**config.mk**
```make
export PLATFORM = sky130hd
export DESIGN_NAME = piston_stroke_measurer
export DESIGN_NICKNAME = d
export VERILOG_FILES = /design/src/sv/psm_pkg.sv /design/src/sv/psm_front.sv /design/src/sv/psm_queue.sv /design/src/sv/psm_back.sv /design/src/sv/piston_stroke_measurer.sv
export SDC_FILE = /design/constraint.sdc
export NUM_CORES = 1
export LEC_CHECK = 0
export ABC_AREA = 0
export BUFFER_PORTS_ARGS = -buffer_cell sky130_fd_sc_hd__buf_2
export CAP_MARGIN = 20
export CORE_ASPECT_RATIO = 0.5
export CORE_MARGIN = 2
export CORE_UTILIZATION = 50
export DETAILED_ROUTE_END_ITERATION = 6
export HOLD_SLACK_MARGIN = 0.06
export PLACE_DENSITY = 0.69
export SLEW_MARGIN = 20
export SYNTH_ARGS = -nofsm -noshare
export SYNTH_HDL_FRONTEND = slang
export SYNTH_HIERARCHICAL = 1
export SYNTH_SLANG_ARGS = --single-unit
```
**constraint.sdc**
```tcl
create_clock -name clock -period 11.8 [get_ports clock]
set_input_delay 2.36 -clock clock [delete_from_list [all_inputs] [get_ports clock]]
set_output_delay 2.36 -clock clock [all_outputs]
set_load 0.01 [all_outputs]
```
**src/sv/psm_pkg.sv**
```systemverilog
package psm_pkg;

   // Field widths of the request and response channels.
   localparam int unsigned KIND_W  = 2;
   localparam int unsigned ADDR_W  = 8;
   localparam int unsigned CODE_W  = 8;
   localparam int unsigned COUNT_W = 30;
   localparam int unsigned TIME_W  = 24;
   localparam int unsigned GRACE_W = 8;
   localparam int unsigned REPLY_W = 3;

   // Configuration port.
   localparam int unsigned CSR_INDEX_W = 2;
   localparam int unsigned CSR_DATA_W  = 30;

   localparam logic [CSR_INDEX_W-1:0] CSR_DEVICE_ADDRESS = 2'd0;
   localparam logic [CSR_INDEX_W-1:0] CSR_STALL_GRACE    = 2'd1;
   localparam logic [CSR_INDEX_W-1:0] CSR_WRAP_LIMIT     = 2'd2;

   localparam logic [ADDR_W-1:0]  DEVICE_ADDRESS_RESET = 8'd1;
   localparam logic [GRACE_W-1:0] STALL_GRACE_RESET    = 8'd10;
   localparam logic [COUNT_W-1:0] WRAP_LIMIT_RESET     = 30'd1000000000;

   localparam int unsigned QUEUE_DEPTH_DEFAULT = 2;

   // Operations handed from the classifier to the execution side.
   typedef enum logic [3:0] {
      OP_PULSE,
      OP_TICK,
      OP_EXTEND,
      OP_RETRACT,
      OP_ZERO,
      OP_READ,
      OP_MEASURE_ADVANCE,
      OP_MEASURE_RETRACT,
      OP_RESET,
      OP_QUERY
   } op_type;

   typedef struct packed {
      logic   valid;
      op_type op;
   } op_req_type;

   // Settings the execution side needs.
   typedef struct packed {
      logic [GRACE_W-1:0] grace_ticks;
      logic [COUNT_W-1:0] wrap_limit;
   } back_cfg_type;

endpackage

```
**src/sv/psm_front.sv**
```systemverilog
module psm_front import psm_pkg::*; (
   input  logic              req_valid,
   output logic              req_stall,
   input  logic [KIND_W-1:0] req_kind,
   input  logic [ADDR_W-1:0] req_address_byte,
   input  logic [CODE_W-1:0] req_command_code,
   input  logic [ADDR_W-1:0] device_address,
   input  logic              queue_full,
   output op_req_type        push
);

   localparam logic [KIND_W-1:0] KIND_PULSE   = 2'd0;
   localparam logic [KIND_W-1:0] KIND_TICK    = 2'd1;
   localparam logic [KIND_W-1:0] KIND_COMMAND = 2'd2;

   localparam logic [CODE_W-1:0] CMD_EXTEND          = 8'd1;
   localparam logic [CODE_W-1:0] CMD_RETRACT         = 8'd2;
   localparam logic [CODE_W-1:0] CMD_ZERO            = 8'd3;
   localparam logic [CODE_W-1:0] CMD_READ            = 8'd4;
   localparam logic [CODE_W-1:0] CMD_MEASURE_ADVANCE = 8'd5;
   localparam logic [CODE_W-1:0] CMD_MEASURE_RETRACT = 8'd6;
   localparam logic [CODE_W-1:0] CMD_RESET           = 8'd7;

   logic   keep;
   op_type op;

   assign req_stall = queue_full;

   // Commands for another address and unused kinds are dropped here.
   always_comb begin
      keep = 1'b0;
      op   = OP_QUERY;
      case (req_kind)
         KIND_PULSE: begin
            keep = 1'b1;
            op   = OP_PULSE;
         end
         KIND_TICK: begin
            keep = 1'b1;
            op   = OP_TICK;
         end
         KIND_COMMAND: begin
            keep = (req_address_byte == device_address);
            case (req_command_code)
               CMD_EXTEND:          op = OP_EXTEND;
               CMD_RETRACT:         op = OP_RETRACT;
               CMD_ZERO:            op = OP_ZERO;
               CMD_READ:            op = OP_READ;
               CMD_MEASURE_ADVANCE: op = OP_MEASURE_ADVANCE;
               CMD_MEASURE_RETRACT: op = OP_MEASURE_RETRACT;
               CMD_RESET:           op = OP_RESET;
               default:             op = OP_QUERY;
            endcase
         end
         default: begin
            keep = 1'b0;
            op   = OP_QUERY;
         end
      endcase
   end

   assign push.valid = req_valid && !queue_full && keep;
   assign push.op    = op;

endmodule

```
**src/sv/psm_queue.sv**
```systemverilog
module psm_queue import psm_pkg::*; #(
   parameter int unsigned DEPTH = QUEUE_DEPTH_DEFAULT
) (
   input  logic       clock,
   input  logic       reset,
   input  op_req_type push,
   output logic       full,
   output op_req_type head,
   input  logic       pop
);

   localparam int unsigned PTR_W = $clog2(DEPTH);
   localparam int unsigned CNT_W = $clog2(DEPTH + 1);
   localparam logic [PTR_W-1:0] LAST_PTR = PTR_W'(DEPTH - 1);
   localparam logic [CNT_W-1:0] FULL_CNT = CNT_W'(DEPTH);

   op_type           slots_ff [DEPTH];
   logic [PTR_W-1:0] wr_ptr_ff, wr_ptr_in;
   logic [PTR_W-1:0] rd_ptr_ff, rd_ptr_in;
   logic [CNT_W-1:0] count_ff, count_in;

   always_comb begin
      wr_ptr_in = wr_ptr_ff;
      rd_ptr_in = rd_ptr_ff;
      count_in  = count_ff;
      if (push.valid) begin
         wr_ptr_in = (wr_ptr_ff == LAST_PTR) ? '0 : wr_ptr_ff + 1'b1;
      end
      if (pop) begin
         rd_ptr_in = (rd_ptr_ff == LAST_PTR) ? '0 : rd_ptr_ff + 1'b1;
      end
      if (push.valid && !pop) begin
         count_in = count_ff + 1'b1;
      end else if (!push.valid && pop) begin
         count_in = count_ff - 1'b1;
      end
   end

   always_ff @(posedge clock) begin
      if (reset) begin
         wr_ptr_ff <= '0;
         rd_ptr_ff <= '0;
         count_ff  <= '0;
      end else begin
         wr_ptr_ff <= wr_ptr_in;
         rd_ptr_ff <= rd_ptr_in;
         count_ff  <= count_in;
      end
   end

   always_ff @(posedge clock) begin
      if (push.valid) begin
         slots_ff[wr_ptr_ff] <= push.op;
      end
   end

   assign full       = (count_ff == FULL_CNT);
   assign head.valid = (count_ff != '0);
   assign head.op    = slots_ff[rd_ptr_ff];

   a_count_in_range: assert property (@(posedge clock) disable iff (reset)
      count_ff <= FULL_CNT)
      else $error("queue fill count above its depth");

   a_no_pop_when_empty: assert property (@(posedge clock) disable iff (reset)
      pop |-> count_ff != '0)
      else $error("queue popped while empty");

endmodule

```
**src/sv/psm_back.sv**
```systemverilog
module psm_back import psm_pkg::*; (
   input  logic               clock,
   input  logic               reset,
   input  op_req_type         head,
   output logic               pop,
   input  back_cfg_type       cfg,
   output logic               rsp_valid,
   input  logic               rsp_stall,
   output logic [REPLY_W-1:0] rsp_reply_kind,
   output logic [COUNT_W-1:0] rsp_pulse_value,
   output logic [TIME_W-1:0]  rsp_elapsed_ms,
   output logic               rsp_piston_drive
);

   typedef enum logic [1:0] {
      ST_INACTIVE,
      ST_ACTIVE,
      ST_DONE
   } status_type;

   localparam logic [REPLY_W-1:0] REPLY_EXTENDED  = 3'd0;
   localparam logic [REPLY_W-1:0] REPLY_RETRACTED = 3'd1;
   localparam logic [REPLY_W-1:0] REPLY_COUNT     = 3'd2;
   localparam logic [REPLY_W-1:0] REPLY_MEASURE   = 3'd3;
   localparam logic [REPLY_W-1:0] REPLY_PENDING   = 3'd4;

   logic [COUNT_W-1:0] pulse_count_ff, pulse_count_in;
   logic               moved_ff, moved_in;
   status_type         adv_status_ff, adv_status_in;
   status_type         ret_status_ff, ret_status_in;
   logic [COUNT_W-1:0] adv_pulses_ff, adv_pulses_in;
   logic [COUNT_W-1:0] ret_pulses_ff, ret_pulses_in;
   logic [TIME_W-1:0]  adv_time_ff, adv_time_in;
   logic [TIME_W-1:0]  ret_time_ff, ret_time_in;
   logic [GRACE_W-1:0] grace_ff, grace_in;
   logic               drive_ff, drive_in;

   logic               rsp_valid_ff, rsp_valid_in;
   logic [REPLY_W-1:0] rsp_kind_ff, rsp_kind_in;
   logic [COUNT_W-1:0] rsp_pulses_ff, rsp_pulses_in;
   logic [TIME_W-1:0]  rsp_time_ff, rsp_time_in;
   logic               rsp_drive_ff, rsp_drive_in;

   logic               is_reply;
   logic               can_reply;
   logic               execute;
   logic               sel_adv;
   logic               sel_ret;
   logic [TIME_W-1:0]  cur_time;
   logic [TIME_W-1:0]  new_time;
   logic               finish;
   logic [COUNT_W:0]   pulse_next;

   assign is_reply  = (head.op != OP_PULSE) && (head.op != OP_TICK);
   assign can_reply = !rsp_valid_ff || !rsp_stall;
   assign execute   = head.valid && (!is_reply || can_reply);
   assign pop       = execute;

   // Advance takes precedence if both measurements are active.
   assign sel_adv  = (adv_status_ff == ST_ACTIVE);
   assign sel_ret  = !sel_adv && (ret_status_ff == ST_ACTIVE);
   assign cur_time = sel_adv ? adv_time_ff : ret_time_ff;
   assign pulse_next = {1'b0, pulse_count_ff} + 1'b1;

   // Stall detection for the tick: time counts only outside the grace wait.
   always_comb begin
      new_time = cur_time;
      finish   = 1'b0;
      grace_in = grace_ff;
      moved_in = moved_ff;
      if (grace_ff == '0) begin
         new_time = (cur_time == '1) ? cur_time : cur_time + 1'b1;
         if (moved_ff) begin
            moved_in = 1'b0;
         end else begin
            grace_in = cfg.grace_ticks;
            finish   = (cfg.grace_ticks == '0);
         end
      end else begin
         grace_in = grace_ff - 1'b1;
         if (grace_ff == GRACE_W'(1)) begin
            if (moved_ff) begin
               moved_in = 1'b0;
            end else begin
               finish = 1'b1;
            end
         end
      end
   end

   always_comb begin
      pulse_count_in = pulse_count_ff;
      adv_status_in  = adv_status_ff;
      ret_status_in  = ret_status_ff;
      adv_pulses_in  = adv_pulses_ff;
      ret_pulses_in  = ret_pulses_ff;
      adv_time_in    = adv_time_ff;
      ret_time_in    = ret_time_ff;
      drive_in       = drive_ff;
      rsp_kind_in    = rsp_kind_ff;
      rsp_pulses_in  = '0;
      rsp_time_in    = '0;

      case (head.op)
         OP_PULSE: begin
            pulse_count_in = (pulse_next > {1'b0, cfg.wrap_limit}) ? '0
                                                                   : pulse_next[COUNT_W-1:0];
         end
         OP_TICK: begin
            if (sel_adv) begin
               adv_time_in = new_time;
               if (finish) begin
                  adv_status_in = ST_DONE;
                  adv_pulses_in = pulse_count_ff;
               end
            end else if (sel_ret) begin
               ret_time_in = new_time;
               if (finish) begin
                  ret_status_in = ST_DONE;
                  ret_pulses_in = pulse_count_ff;
               end
            end
         end
         OP_EXTEND: begin
            drive_in       = 1'b1;
            pulse_count_in = '0;
            rsp_kind_in    = REPLY_EXTENDED;
         end
         OP_RETRACT: begin
            drive_in       = 1'b0;
            pulse_count_in = '0;
            rsp_kind_in    = REPLY_RETRACTED;
         end
         OP_ZERO: begin
            pulse_count_in = '0;
            rsp_kind_in    = REPLY_COUNT;
         end
         OP_READ: begin
            rsp_pulses_in  = pulse_count_ff;
            pulse_count_in = '0;
            rsp_kind_in    = REPLY_COUNT;
         end
         OP_MEASURE_ADVANCE: begin
            drive_in       = 1'b1;
            pulse_count_in = '0;
            adv_status_in  = ST_ACTIVE;
            ret_status_in  = ST_INACTIVE;
            adv_pulses_in  = '0;
            adv_time_in    = '0;
            rsp_kind_in    = REPLY_EXTENDED;
         end
         OP_MEASURE_RETRACT: begin
            drive_in       = 1'b0;
            pulse_count_in = '0;
            ret_status_in  = ST_ACTIVE;
            adv_status_in  = ST_INACTIVE;
            ret_pulses_in  = '0;
            ret_time_in    = '0;
            rsp_kind_in    = REPLY_RETRACTED;
         end
         OP_RESET: begin
            drive_in       = 1'b0;
            pulse_count_in = '0;
            adv_status_in  = ST_INACTIVE;
            ret_status_in  = ST_INACTIVE;
            adv_pulses_in  = '0;
            ret_pulses_in  = '0;
            adv_time_in    = '0;
            ret_time_in    = '0;
            rsp_kind_in    = REPLY_RETRACTED;
         end
         default: begin
            if (adv_status_ff == ST_DONE) begin
               rsp_kind_in   = REPLY_MEASURE;
               rsp_pulses_in = adv_pulses_ff;
               rsp_time_in   = adv_time_ff;
            end else if (ret_status_ff == ST_DONE) begin
               rsp_kind_in   = REPLY_MEASURE;
               rsp_pulses_in = ret_pulses_ff;
               rsp_time_in   = ret_time_ff;
            end else begin
               rsp_kind_in   = REPLY_PENDING;
            end
         end
      endcase
      rsp_drive_in = drive_in;
   end

   assign rsp_valid_in = (execute && is_reply) || (rsp_valid_ff && rsp_stall);

   always_ff @(posedge clock) begin
      if (reset) begin
         pulse_count_ff <= '0;
         moved_ff       <= 1'b1;
         adv_status_ff  <= ST_INACTIVE;
         ret_status_ff  <= ST_INACTIVE;
         adv_pulses_ff  <= '0;
         ret_pulses_ff  <= '0;
         adv_time_ff    <= '0;
         ret_time_ff    <= '0;
         grace_ff       <= '0;
         drive_ff       <= 1'b0;
         rsp_valid_ff   <= 1'b0;
      end else begin
         rsp_valid_ff <= rsp_valid_in;
         if (execute) begin
            pulse_count_ff <= pulse_count_in;
            adv_status_ff  <= adv_status_in;
            ret_status_ff  <= ret_status_in;
            adv_pulses_ff  <= adv_pulses_in;
            ret_pulses_ff  <= ret_pulses_in;
            adv_time_ff    <= adv_time_in;
            ret_time_ff    <= ret_time_in;
            drive_ff       <= drive_in;
            case (head.op)
               OP_PULSE: begin
                  moved_ff <= 1'b1;
               end
               OP_TICK: begin
                  if (sel_adv || sel_ret) begin
                     moved_ff <= moved_in;
                     grace_ff <= grace_in;
                  end
               end
               OP_MEASURE_ADVANCE, OP_MEASURE_RETRACT, OP_RESET: begin
                  moved_ff <= 1'b1;
                  grace_ff <= '0;
               end
               default: begin
                  moved_ff <= moved_ff;
               end
            endcase
         end
      end
   end

   always_ff @(posedge clock) begin
      if (execute && is_reply) begin
         rsp_kind_ff   <= rsp_kind_in;
         rsp_pulses_ff <= rsp_pulses_in;
         rsp_time_ff   <= rsp_time_in;
         rsp_drive_ff  <= rsp_drive_in;
      end
   end

   assign rsp_valid        = rsp_valid_ff;
   assign rsp_reply_kind   = rsp_kind_ff;
   assign rsp_pulse_value  = rsp_pulses_ff;
   assign rsp_elapsed_ms   = rsp_time_ff;
   assign rsp_piston_drive = rsp_drive_ff;

   a_one_measurement: assert property (@(posedge clock) disable iff (reset)
      !(adv_status_ff == ST_ACTIVE && ret_status_ff == ST_ACTIVE))
      else $error("advance and retract measurements active together");

   a_grace_needs_measure: assert property (@(posedge clock) disable iff (reset)
      grace_ff != '0 |-> (adv_status_ff == ST_ACTIVE || ret_status_ff == ST_ACTIVE))
      else $error("grace wait running with no active measurement");

   a_reply_not_overwritten: assert property (@(posedge clock) disable iff (reset)
      (rsp_valid_ff && rsp_stall) |-> !(execute && is_reply))
      else $error("held response overwritten by a new reply");

endmodule

```
**src/sv/piston_stroke_measurer.sv**
```systemverilog
// Piston stroke measurer.
// The request channel (req_valid, req_stall, req_kind, req_address_byte,
// req_command_code) carries encoder pulses, 1 ms ticks and two-byte commands.
// A request is taken at a rising edge with req_valid high and req_stall low.
// Only commands whose address byte matches the device address produce a
// response on the rsp_ channel; pulses, ticks and foreign commands are silent.
// The csr_ port writes device address, grace length and wrap limit; it is
// always ready and should only be written while the block is idle.
// A request is classified into the queue, and the executor then updates state
// and loads the response register. Throughput is one request per cycle while
// no held response blocks a command at the queue head, set by the executor,
// which retires one queued operation per cycle.
// When rsp_stall holds a response, pulses and ticks still execute; the next
// command waits at the queue head, and req_stall rises once the queue is full.
// Synchronous reset clears the queue, the response valid flag and all measuring
// state, and restores the register reset values; no clearing pass is needed.
module piston_stroke_measurer import psm_pkg::*; #(
   parameter int unsigned QUEUE_DEPTH = QUEUE_DEPTH_DEFAULT
) (
   input  logic                   clock,
   input  logic                   reset,
   input  logic                   req_valid,
   output logic                   req_stall,
   input  logic [KIND_W-1:0]      req_kind,
   input  logic [ADDR_W-1:0]      req_address_byte,
   input  logic [CODE_W-1:0]      req_command_code,
   output logic                   rsp_valid,
   input  logic                   rsp_stall,
   output logic [REPLY_W-1:0]     rsp_reply_kind,
   output logic [COUNT_W-1:0]     rsp_pulse_value,
   output logic [TIME_W-1:0]      rsp_elapsed_ms,
   output logic                   rsp_piston_drive,
   input  logic                   csr_valid,
   output logic                   csr_ready,
   input  logic [CSR_INDEX_W-1:0] csr_index,
   input  logic [CSR_DATA_W-1:0]  csr_wdata
);

   // Configuration registers. Writes to an unused index are dropped.
   logic [ADDR_W-1:0]  device_address_ff;
   logic [GRACE_W-1:0] grace_ticks_ff;
   logic [COUNT_W-1:0] wrap_limit_ff;

   logic         queue_full;
   op_req_type   push;
   op_req_type   head;
   logic         pop;
   back_cfg_type back_cfg;

   assign csr_ready = 1'b1;

   always_ff @(posedge clock) begin
      if (reset) begin
         device_address_ff <= DEVICE_ADDRESS_RESET;
         grace_ticks_ff    <= STALL_GRACE_RESET;
         wrap_limit_ff     <= WRAP_LIMIT_RESET;
      end else if (csr_valid && csr_ready) begin
         case (csr_index)
            CSR_DEVICE_ADDRESS: device_address_ff <= csr_wdata[ADDR_W-1:0];
            CSR_STALL_GRACE:    grace_ticks_ff    <= csr_wdata[GRACE_W-1:0];
            CSR_WRAP_LIMIT:     wrap_limit_ff     <= csr_wdata[COUNT_W-1:0];
            default:            device_address_ff <= device_address_ff;
         endcase
      end
   end

   assign back_cfg.grace_ticks = grace_ticks_ff;
   assign back_cfg.wrap_limit  = wrap_limit_ff;

   // Front end: classifies each request and drops the ones that do nothing.
   psm_front u_front (
      .req_valid        (req_valid),
      .req_stall        (req_stall),
      .req_kind         (req_kind),
      .req_address_byte (req_address_byte),
      .req_command_code (req_command_code),
      .device_address   (device_address_ff),
      .queue_full       (queue_full),
      .push             (push)
   );

   // Short queue that decouples classification from execution.
   psm_queue #(
      .DEPTH (QUEUE_DEPTH)
   ) u_queue (
      .clock (clock),
      .reset (reset),
      .push  (push),
      .full  (queue_full),
      .head  (head),
      .pop   (pop)
   );

   // Back end: holds the piston and measurement state and the response register.
   psm_back u_back (
      .clock            (clock),
      .reset            (reset),
      .head             (head),
      .pop              (pop),
      .cfg              (back_cfg),
      .rsp_valid        (rsp_valid),
      .rsp_stall        (rsp_stall),
      .rsp_reply_kind   (rsp_reply_kind),
      .rsp_pulse_value  (rsp_pulse_value),
      .rsp_elapsed_ms   (rsp_elapsed_ms),
      .rsp_piston_drive (rsp_piston_drive)
   );

endmodule

```
==> out/metrics.yaml, run 1 <==
status: "finished, final reports clean"
hold_viol: 0
synthTopCellsByArea: "dfxtp_1, edfxtp_1, mux2i_1, nand2_1, a21oi_1"
vias: 11532
endpoint_kind: "register"
drive_gt1_share_pct: 13.2
routed_via_density: 6.02
synth_edf_count: 66
grt_pass1_vias: 11032
drc_errors: 0
cts_buffers: 25
fmax_mhz: 204
yosysSeqAreaShare_pct: 44.3
grt_pass1_wl_um: 56800
pre_cts_ws_ps: 6980
io_buffers: 114
synth_cells: 1504
hold_path_end: "u_back/ret_pulses_ff[3]"
start_util_pct: 51.4
rr_startpoint: "u_back/pulse_count_ff[0]"
place.gp.congestion: 0.921
finalSetupTns_ps: 0
drt_iter0_markers: 1187
min_path_cells: 2
cts_root_buf: "clkbuf_16"
finalMaxSlewViolations: 0
grt-ovfl-total: 0
grtUsageTotal_pct: 24.3
wirelength_um: 35400
synthFlopType: "dfxtp_1"
ant_nets: 0
dr.pass1.iters: 5
yosys_warnings: 6
synth-seq-cells: 270
grt_max_degree: 107
startpoint_type: "register"
final-setup-viol-count: 0
cts_tree: "yes"
synthDistinctLibCells: 79
reg2reg_depth: 11
nets: 1636
insertion_delay_ps: 550
rsz0062_at_grt: "false"
leakage_nw: 5.60
syn_nets: 1594
worstReg2RegEnd: "u_back/pulse_count_ff[3]"
powerDensity_mw_per_mm2: 159
die_x_um: 238
coreArea_mm2: 0.0266
cts_resized: 0
worst_ep_arrival_time_ps: 5340
postSynth.asyncResetShare_pct: 0
worst_slew_pin_slew_ps: 1130
holdBufCountCts: 0
worst_slack_ps: 6890
cts_htree_levels: 1
cts_sinks: 270
cap_violations: 0
synth_area_per_cell_um2: 9.10
fp.dieArea_mm2: 0.0288
synth_common_cells: "dfxtp_1, nand2_1, a21oi_1"
finalCritPeriodShare_pct: 41.6
path_class: "register to register"
min_period_ps: 4910
yosysTopAreaCellShare_pct: 29.8
syn_area_mm2: 0.0137
die_h_um: 121
antenna_found_initial: 0
rows: 42
final_util_pct: 56.9
rrSetupSlack_ps: 6890
critPathRequiredTime_ps: 12240
clockBufferDepth: 3
synth_most_common_cell: "dfxtp_1"
min_from: "u_back/ret_pulses_ff[3]"
post-cts-setup-buffers: 0
skew_ps: 13.6
hp-class: "register to register"
boundaryPins: 116
crit_fanout: 27
ir_drop_mv: 0.0969
place_hpwl_um: 23600
area_delta_synth_final_pct: 10.7
maxSlewHeadroom_pct: 24.9
antenna_cells: 0
n_fill_cell: 2269
clk_pin_slew_ps: 70
wire_per_inst_um: 18.4
yosysTopAreaCell: "dfxtp_1"
-- worst max-delay path: stages, from the launching register on --
cell	delay, ps
dfxtp_1	540
ha_1	320
nand3_1	280
nor4_2	690
xor2_1	190
ha_1	360
nand4_1	190
nor4_1	770
o31ai_1	200
nand4b_1	180
nand2_1	560
a32o_1	500
-- worst max path at each step --
stage                                   from  cells past startpoint                         to
floorplan                          rsp_stall                      3   u_back/rsp_elapsed_ms[0]
global placement                       reset                      8  u_back/pulse_count_ff[22]
detailed placement                     reset                      8  u_back/pulse_count_ff[15]
CTS                 u_back/pulse_count_ff[0]                     12  u_back/pulse_count_ff[15]
global route        u_back/pulse_count_ff[0]                     12  u_back/pulse_count_ff[15]
finish              u_back/pulse_count_ff[0]                     11   u_back/pulse_count_ff[3]
-- registers in the layout, summed over array words and instances (netlist names), named ones only --
signal / flops
u_back/rsp_piston_drive: 1
u_back/ret_time_ff: 24
u_back/rsp_reply_kind: 3
u_back/drive_ff: 1
u_queue/slots_ff: 8
u_queue/rd_ptr_ff: 1
u_back/ret_status_ff: 2
u_back/moved_ff: 1
u_back/rsp_elapsed_ms: 24
u_back/pulse_count_ff: 30
u_queue/wr_ptr_ff: 1
u_back/rsp_valid: 1
u_back/adv_status_ff: 2
wrap_limit_ff: 30
u_back/adv_time_ff: 24
u_back/grace_ff: 8
u_back/rsp_pulse_value: 30
u_back/adv_pulses_ff: 30
grace_ticks_ff: 8
u_back/ret_pulses_ff: 30
device_address_ff: 8
u_queue/count_ff: 2
-- stage by stage --
| step | power (mW) | cells | hold slack (ps) | area, µm² |
|---|---|---|---|---|
| 4_1_cts | 2.41 | 1917 | 451 | 15100 |
| 3_3_place_gp | 1.59 | 1871 | 437 | 14300 |
| 6_report | 2.41 | 1917 | 450 | 15100 |
| 5_1_grt | 2.50 | 1917 | 467 | 15100 |
| 3_5_place_dp | 1.61 | 1871 | 442 | 14300 |
| 2_1_floorplan | 1.44 | 1504 | 431 | 13700 |
-- cell type report --
cell class	instances	area, µm²	share of cell area (%)
sequential	270	6070	40.0
timing repair buffer	128	678	4.48
clock inverter	13	119	0.785
multi-input combinational	1074	6980	46.1
tap	352	440	2.91
inverter	47	176	1.16
clock buffer	33	686	4.53
-- layout by cell type, fill, tap and decap left out, types with 8 or more instances in the layout --
cell | Yosys | layout
dfxtp_1 | 204 | 204
nand2_1 | 181 | 180
buf_2 | 15 | 113
a21oi_1 | 110 | 108
mux2i_1 | 91 | 91
nor2_1 | 89 | 88
nand3_1 | 73 | 73
o21ai_0 | 72 | 72
edfxtp_1 | 66 | 66
nand2b_1 | 57 | 56
inv_1 | 47 | 47
a22o_1 | 43 | 43
ha_1 | 35 | 35
xnor2_1 | 26 | 26
clkbuf_16 | 0 | 25
nor3_1 | 23 | 23
a32o_1 | 22 | 22
xor2_1 | 21 | 21
a31oi_1 | 18 | 18
and3_1 | 16 | 16
buf_4 | 4 | 15
nand4_1 | 15 | 15
or3_1 | 15 | 15
o31ai_1 | 12 | 12
mux2_2 | 10 | 10
nor4_1 | 9 | 9
a21o_1 | 9 | 9
a211oi_1 | 8 | 8
-- metal layers --
| metal | global-route usage [%] | routed length [µm] | vias up |
|---|---|---|---|
| met5 | 0 | 0 | - |
| met4 | 7.59 | 934 | 0 |
| met3 | 3.55 | 2570 | 81 |
| li1 | - | - | 5467 |
| met1 | 34.2 | 16000 | 5526 |
| met2 | 38.6 | 15800 | 458 |
-- cells by family after synthesis --
kind of cell	after synthesis	synth area share, %
XOR/XNOR	47	3.01
buffers and inverters	160	5.14
other	1	0.0274
flip-flops	270	44.3
AND/OR/NAND/NOR	546	20.3
adder cells (fa/ha/maj)	35	3.20
AO/OA/AOI/OAI	344	16.6
multiplexers	101	7.48
-- power breakdown --
part	switching, mW	internal, mW	total [mW]
logic	0.343	0.154	0.497
registers	0.0343	1.06	1.09
clock network	0.361	0.454	0.814
No activity file was read; power rests on OpenSTA's default activity.
==> run 2: changes to the inputs <==
clock period = 4.66 ns   (was 11.8 ns; I/O delays follow)
==> out/metrics.yaml, run 2 (same netlist as run 1, synthesis figures left out) <==
status: "finished, final reports clean"
path_class: "register to register"
insertion_delay_ps: 540  # about the same
grt_pass1_vias: 11139  # +0.97%
dr.pass1.iters: 5  # unchanged
clk_pin_slew_ps: 60  # about the same
holdBufCountCts: 0  # unchanged
maxSlewHeadroom_pct: 23.5  # -1.4 points
place.gp.congestion: 0.926  # +0.58%
hold_viol: 0  # unchanged
final_cell_area_mm2: 0.0153  # +1.2%
routed_via_density: 5.99  # -0.42%
path_cells: "and3_1 > and4_1 > nand4_1 > or3_1 > xnor2_1 > ha_1 > a21o_1 > a2111o_1 > a211o_1 > mux2_2 > nand2_1 > buf_4 > a32o_1"
use_met1_pct: 34.0  # -0.14 points
place_inst: 1886  # +0.80%
crit_slowest_cell: "dfxtp_1"
final_cell_mix: "dfxtp_1, nand2_1, buf_2, a21oi_1, mux2i_1"
start_util_pct: 51.4  # unchanged
crit_family: "simple AND/OR/NAND/NOR gates"
finalSetupTns_ps: 0  # unchanged
coreArea_mm2: 0.0266  # unchanged
grt_most_used_layer: "met2"
antenna_cells: 0  # unchanged
grtUsageTotal_pct: 24.7  # +0.43 points
fmax_mhz: 237  # +17%
rsz0062_at_grt: "false"
worst_ep_arrival_time_ps: 4680  # -660 ps
antenna_found_initial: 0  # unchanged
cts_sinks: 270  # unchanged
fp.dieArea_mm2: 0.0288  # unchanged
ir_drop_mv: 0.242  # +150%
rrSetupSlack_ps: 450  # -6440 ps
finalCritPeriodShare_pct: 90.4  # +49 points
cpPeakStageDelay_ps: 500  # -270 ps
min_period_ps: 4210  # -697 ps
clockBufferDepth: 3  # unchanged
endpoint_kind: "register"
final-instance-count-excl-fill: 1932  # +0.78%
area_delta_synth_final_pct: 12.1
leakage_nw: 5.71  # +2.0%
wirelength_um: 35400  # +0.21%
ant_nets: 0  # unchanged
grt_use_met2_pct: 40.4  # +1.8 points
nets: 1651  # +0.92%
cts_root_buf: "clkbuf_16"
cts_htree_levels: 1  # unchanged
post-cts-setup-buffers: 0  # unchanged
hp-class: "register to register"
drc_errors: 0  # unchanged
reg2reg_depth: 13  # +2
place_area_mm2: 0.0145  # +0.76%
worstSetupEndpoint: "u_back/pulse_count_ff[26]"
rr_startpoint: "u_back/pulse_count_ff[2]"
cp.depth: 13  # +2
io_buffers: 114  # unchanged
cap_violations: 0  # unchanged
powerDensity_mw_per_mm2: 407  # +160%
use_met3_pct: 4.19  # +0.64 points
wire_per_inst_um: 18.3  # -0.57%
finalMaxSlewViolations: 0  # unchanged
cts_tree: "yes"
skew_ps: 12.9  # -0.736 ps
final-setup-viol-count: 0  # unchanged
rows: 42  # unchanged
grt_pass1_wl_um: 57400  # +1.1%
path_buf_inv: 1  # +1
cp-startpoint: "u_back/pulse_count_ff[2]"
boundaryPins: 116  # unchanged
final_util_pct: 57.6  # +0.70 points
drt_iter0_markers: 977  # -18%
place_hpwl_um: 24400  # +3.4%
vias: 11573  # +0.36%
startpoint_type: "register"
die_h_um: 121  # unchanged
p_total_mw: 6.25  # +160%
cts_buffers: 25  # unchanged
drive_gt1_share_pct: 14.2  # +0.95 points
die_x_um: 238  # unchanged
mostFrequentLayoutCell: "dfxtp_1"
worst_slew_pin_slew_ps: 1140  # +18.1 ps
grt-ovfl-total: 0  # unchanged
crit_fanout: 12  # -56%
grt_max_degree: 86  # -20%
worstReg2RegEnd: "u_back/pulse_count_ff[26]"
cts_resized: 0  # unchanged
critPathRequiredTime_ps: 5130  # -7110 ps
==> run 2: cell types whose count changed in the layout (fill, tap and decap cells not counted), sizes merged <==
| cell | delta |
|---|---|
| buf | +15 |
| clkinv | -6 |
| clkbuf | +2 |
| inv | +2 |
| bufinv | +1 |
| clkinvlp | +1 |
==> run 2: worst min-delay path by stage <==
stage | startpoint | to | depth (start not counted)
2_1_floorplan | u_back/ret_pulses_ff[5] | u_back/ret_pulses_ff[5] | 2
3_3_place_gp | u_back/ret_pulses_ff[5] | u_back/ret_pulses_ff[5] | 2
3_5_place_dp | u_back/ret_pulses_ff[11] | u_back/ret_pulses_ff[11] | 2
4_1_cts | u_back/ret_pulses_ff[11] | u_back/ret_pulses_ff[11] | 2
5_1_grt | u_back/ret_pulses_ff[15] | u_back/ret_pulses_ff[15] | 2
6_report | u_back/ret_pulses_ff[11] | u_back/ret_pulses_ff[11] | 2
==> run 2: power by group <==
group	total, mW	leakage, nW	internal, mW	switching (mW)
clock	2.21	0.442	1.29	0.922
sequential	2.77	2.29	2.68	0.0855
combinational	1.27	2.98	0.406	0.859
total	6.25	5.71	4.38	1.87
==> run 2: worst min-delay path, delay by kind of cell, from the launching register on <==
family / cells / cell delay (ps)
simple gates: 1 / 50
flops: 1 / 310
compound gates: 1 / 50
==> run 2: area by class of cell <==
class | count | area [µm²]
flip-flops and latches | 270 | 6070
fillers | 2359 | 11300
multi-input cells | 1074 | 6980
inverters | 47 | 176
repair buffers | 143 | 791
clock inverters | 11 | 141
well taps | 352 | 440
clock buffers | 35 | 746
==> run 2: per-stage QoR <==
step           setup slack [ps]  hold WS, ps
3_5_place_dp                512          443
5_1_grt                     157          468
2_1_floorplan               453          431
6_report                    448          450
4_1_cts                     498          452
3_3_place_gp                594          437
==> run 2: routing by layer <==
layer	share of wire (%)	vias to the layer above
met5	0	-
met4	1.8	0
met3	6.1	56
met2	46	384
met1	47	5619
li1	-	5514
==> run 3: changes to the inputs <==
ABC_CLOCK_PERIOD_IN_PS = 3700   (was not set)
PLACE_DENSITY = 0.71   (was 0.69)
clock period = 3.7 ns   (was 4.66 ns; I/O delays follow)
==> out/metrics.yaml, run 3 (same netlist as run 1, synthesis figures left out) <==
die_x_um: 238  # unchanged
cap_violations: 0  # unchanged
antenna_cells: 0  # unchanged
mostFrequentLayoutCell: "dfxtp_1"
finalMaxSlewViolations: 0  # unchanged
rows: 42  # unchanged
crit_fanout: 5  # -7
cts_sinks: 270  # unchanged
startpoint_type: "register"
finalCritPeriodShare_pct: 94.9  # +4.5 points
ant_nets: 0  # unchanged
coreArea_mm2: 0.0266  # unchanged
final-setup-viol-count: 0  # unchanged
grt_pass1_wl_um: 56800  # -1.0%
boundaryPins: 116  # unchanged
place_area_mm2: 0.0148  # +2.4%
grt-ovfl-total: 0  # unchanged
cts_tree: "yes"
multiInputGateArea_mm2: 0.00702  # +0.59%
fp.dieArea_mm2: 0.0288  # unchanged
grt_pass1_vias: 11119  # -0.18%
internal_power_mw: 5.46  # +25%
grt_max_degree: 72  # -16%
io_buffers: 114  # unchanged
holdBufCountCts: 0  # unchanged
endpoint_kind: "register"
final_cell_mix: "dfxtp_1, nand2_1, buf_2, a21oi_1, mux2i_1"
regArea_mm2: 0.00607  # about the same
grtUsageTotal_pct: 24.5  # -0.23 points
p_total_mw: 7.80  # +25%
maxSlewHeadroom_pct: 34.0  # +11 points
p_sw_mw: 2.34  # +25%
hold_viol: 0  # unchanged
status: "finished, final reports clean"
powerDensity_mw_per_mm2: 496  # +22%
nets: 1700  # +3.0%
critPathRequiredTime_ps: 4170  # -960 ps
drt_iter0_markers: 1200  # +23%
hp-class: "register to register"
clockBufferDepth: 3  # unchanged
reg2reg_depth: 14  # +1
comb_power_share_pct: 20.9  # +0.6 points
antenna_found_initial: 0  # unchanged
min_path_cells: 2  # unchanged
place_hpwl_um: 24800  # +1.8%
dr.pass1.iters: 5  # unchanged
skew_ps: 17.3  # +4.39 ps
ir_drop_mv: 0.289  # +19%
drc_errors: 0  # unchanged
cts_buffers: 24  # -4.0%
min_period_ps: 3510  # -701 ps
leakage_nw: 5.98  # +4.6%
area_delta_synth_final_pct: 14.9
die_h_um: 121  # unchanged
final_cell_area_mm2: 0.0157  # +2.5%
cts_htree_levels: 1  # unchanged
worst_ep_arrival_time_ps: 3980  # -700 ps
wire_per_inst_um: 18.3  # about the same
start_util_pct: 51.4  # unchanged
seqPwrFrac_pct: 44.7  # +0.4 points
worst_slew_pin_slew_ps: 990  # -155 ps
place.gp.congestion: 0.952  # +2.8%
clockPowerShare_pct: 34.5  # -0.9 points
n_fill_cell: 2295  # -2.7%
insertion_delay_ps: 540  # about the same
vias: 11765  # +1.7%
wirelength_um: 36300  # +2.3%
path_class: "register to register"
fmax_mhz: 285  # +20%
switching_share_pct: 30.0  # +0.063 points
routed_via_density: 5.94  # -0.76%
drive_gt1_share_pct: 17.1  # +3.0 points
cts_root_buf: "clkbuf_16"
clk_pin_slew_ps: 70  # about the same
## run 3: cell types whose count changed in the layout (fill, tap and decap cells not counted), moves of 2 or more
cell / previous run / this run
buf_4: 30 / 78
bufinv_16: 3 / 1
clkbuf_8: 6 / 8
inv_6: 2 / 0
nor2_1: 88 / 86
nor2_2: 0 / 2
## run 3: worst max-delay path, stage by stage, from the launching register on
cell      delay [ps]
dfxtp_1          380
ha_1             190
nand3_1          140
nor4_2           370
buf_4            210
nand3_1          110
xnor2_1          270
ha_1             300
a21oi_1          120
o21ai_0          100
a211o_1          310
nand4b_1         260
a21bo_4          300
or3_1            300
o21ai_1           80
## run 3: layout make-up
type,instances,share of cell area (%)
inverters,47,1.12
clock inverters,5,0.334
repair buffers,192,7.45
well taps,352,2.80
flip-flops and latches,270,38.6
clock buffers,38,5.08
multi-input cells,1075,44.6
## run 3: what timing repair did
item | CTS | global route
buffers inserted | 0 | 4
endpoints found under the setup margin | 0 | 25
resized for setup | 0 | 10
hold endpoints to repair | 0 | 0
## run 3: path summary, 6_finish.rpt
| check | from | to | slack (ps) |
|---|---|---|---|
| max | u_back/pulse_count_ff[0] | u_back/pulse_count_ff[13] | 190 |
| min | u_back/ret_pulses_ff[10] | u_back/ret_pulses_ff[10] | 450 |
| max reg2reg | u_back/pulse_count_ff[0] | u_back/pulse_count_ff[13] | 190 |
| min reg2reg | u_back/ret_pulses_ff[10] | u_back/ret_pulses_ff[10] | 450 |
## run 3: metrics by stage
step                hold slack (ps)  instances  setup slack (ps)  setup TNS, ps  util [%]
global placement                436       1931               196              0      55.5
global route                    444       1979             -45.2           -169      59.0
CTS                             442       1974              12.4              0      58.7
floorplan                       431       1504              5.17              0         -
finish                          452       1979               189              0      59.0
detailed placement              446       1931              44.1              0      55.5
## run 3: power by group through the flow
| stage | combinational [mW] | clock (mW) | sequential (mW) |
|---|---|---|---|
| after floorplan | 0.911 | 0 | 3.67 |
| after global placement | 1.58 | 0 | 3.54 |
| after detailed placement | 1.61 | 0 | 3.56 |
| after CTS | 1.62 | 2.74 | 3.49 |
| after global routing | 1.76 | 2.84 | 3.51 |
| final | 1.63 | 2.69 | 3.49 |
## run 3: per-layer routing
metal	GRT usage, %	part of all wire, %
met5	0	0
met4	5.90	1.8
met3	4.80	7.2
met2	40.5	46
met1	33.1	45
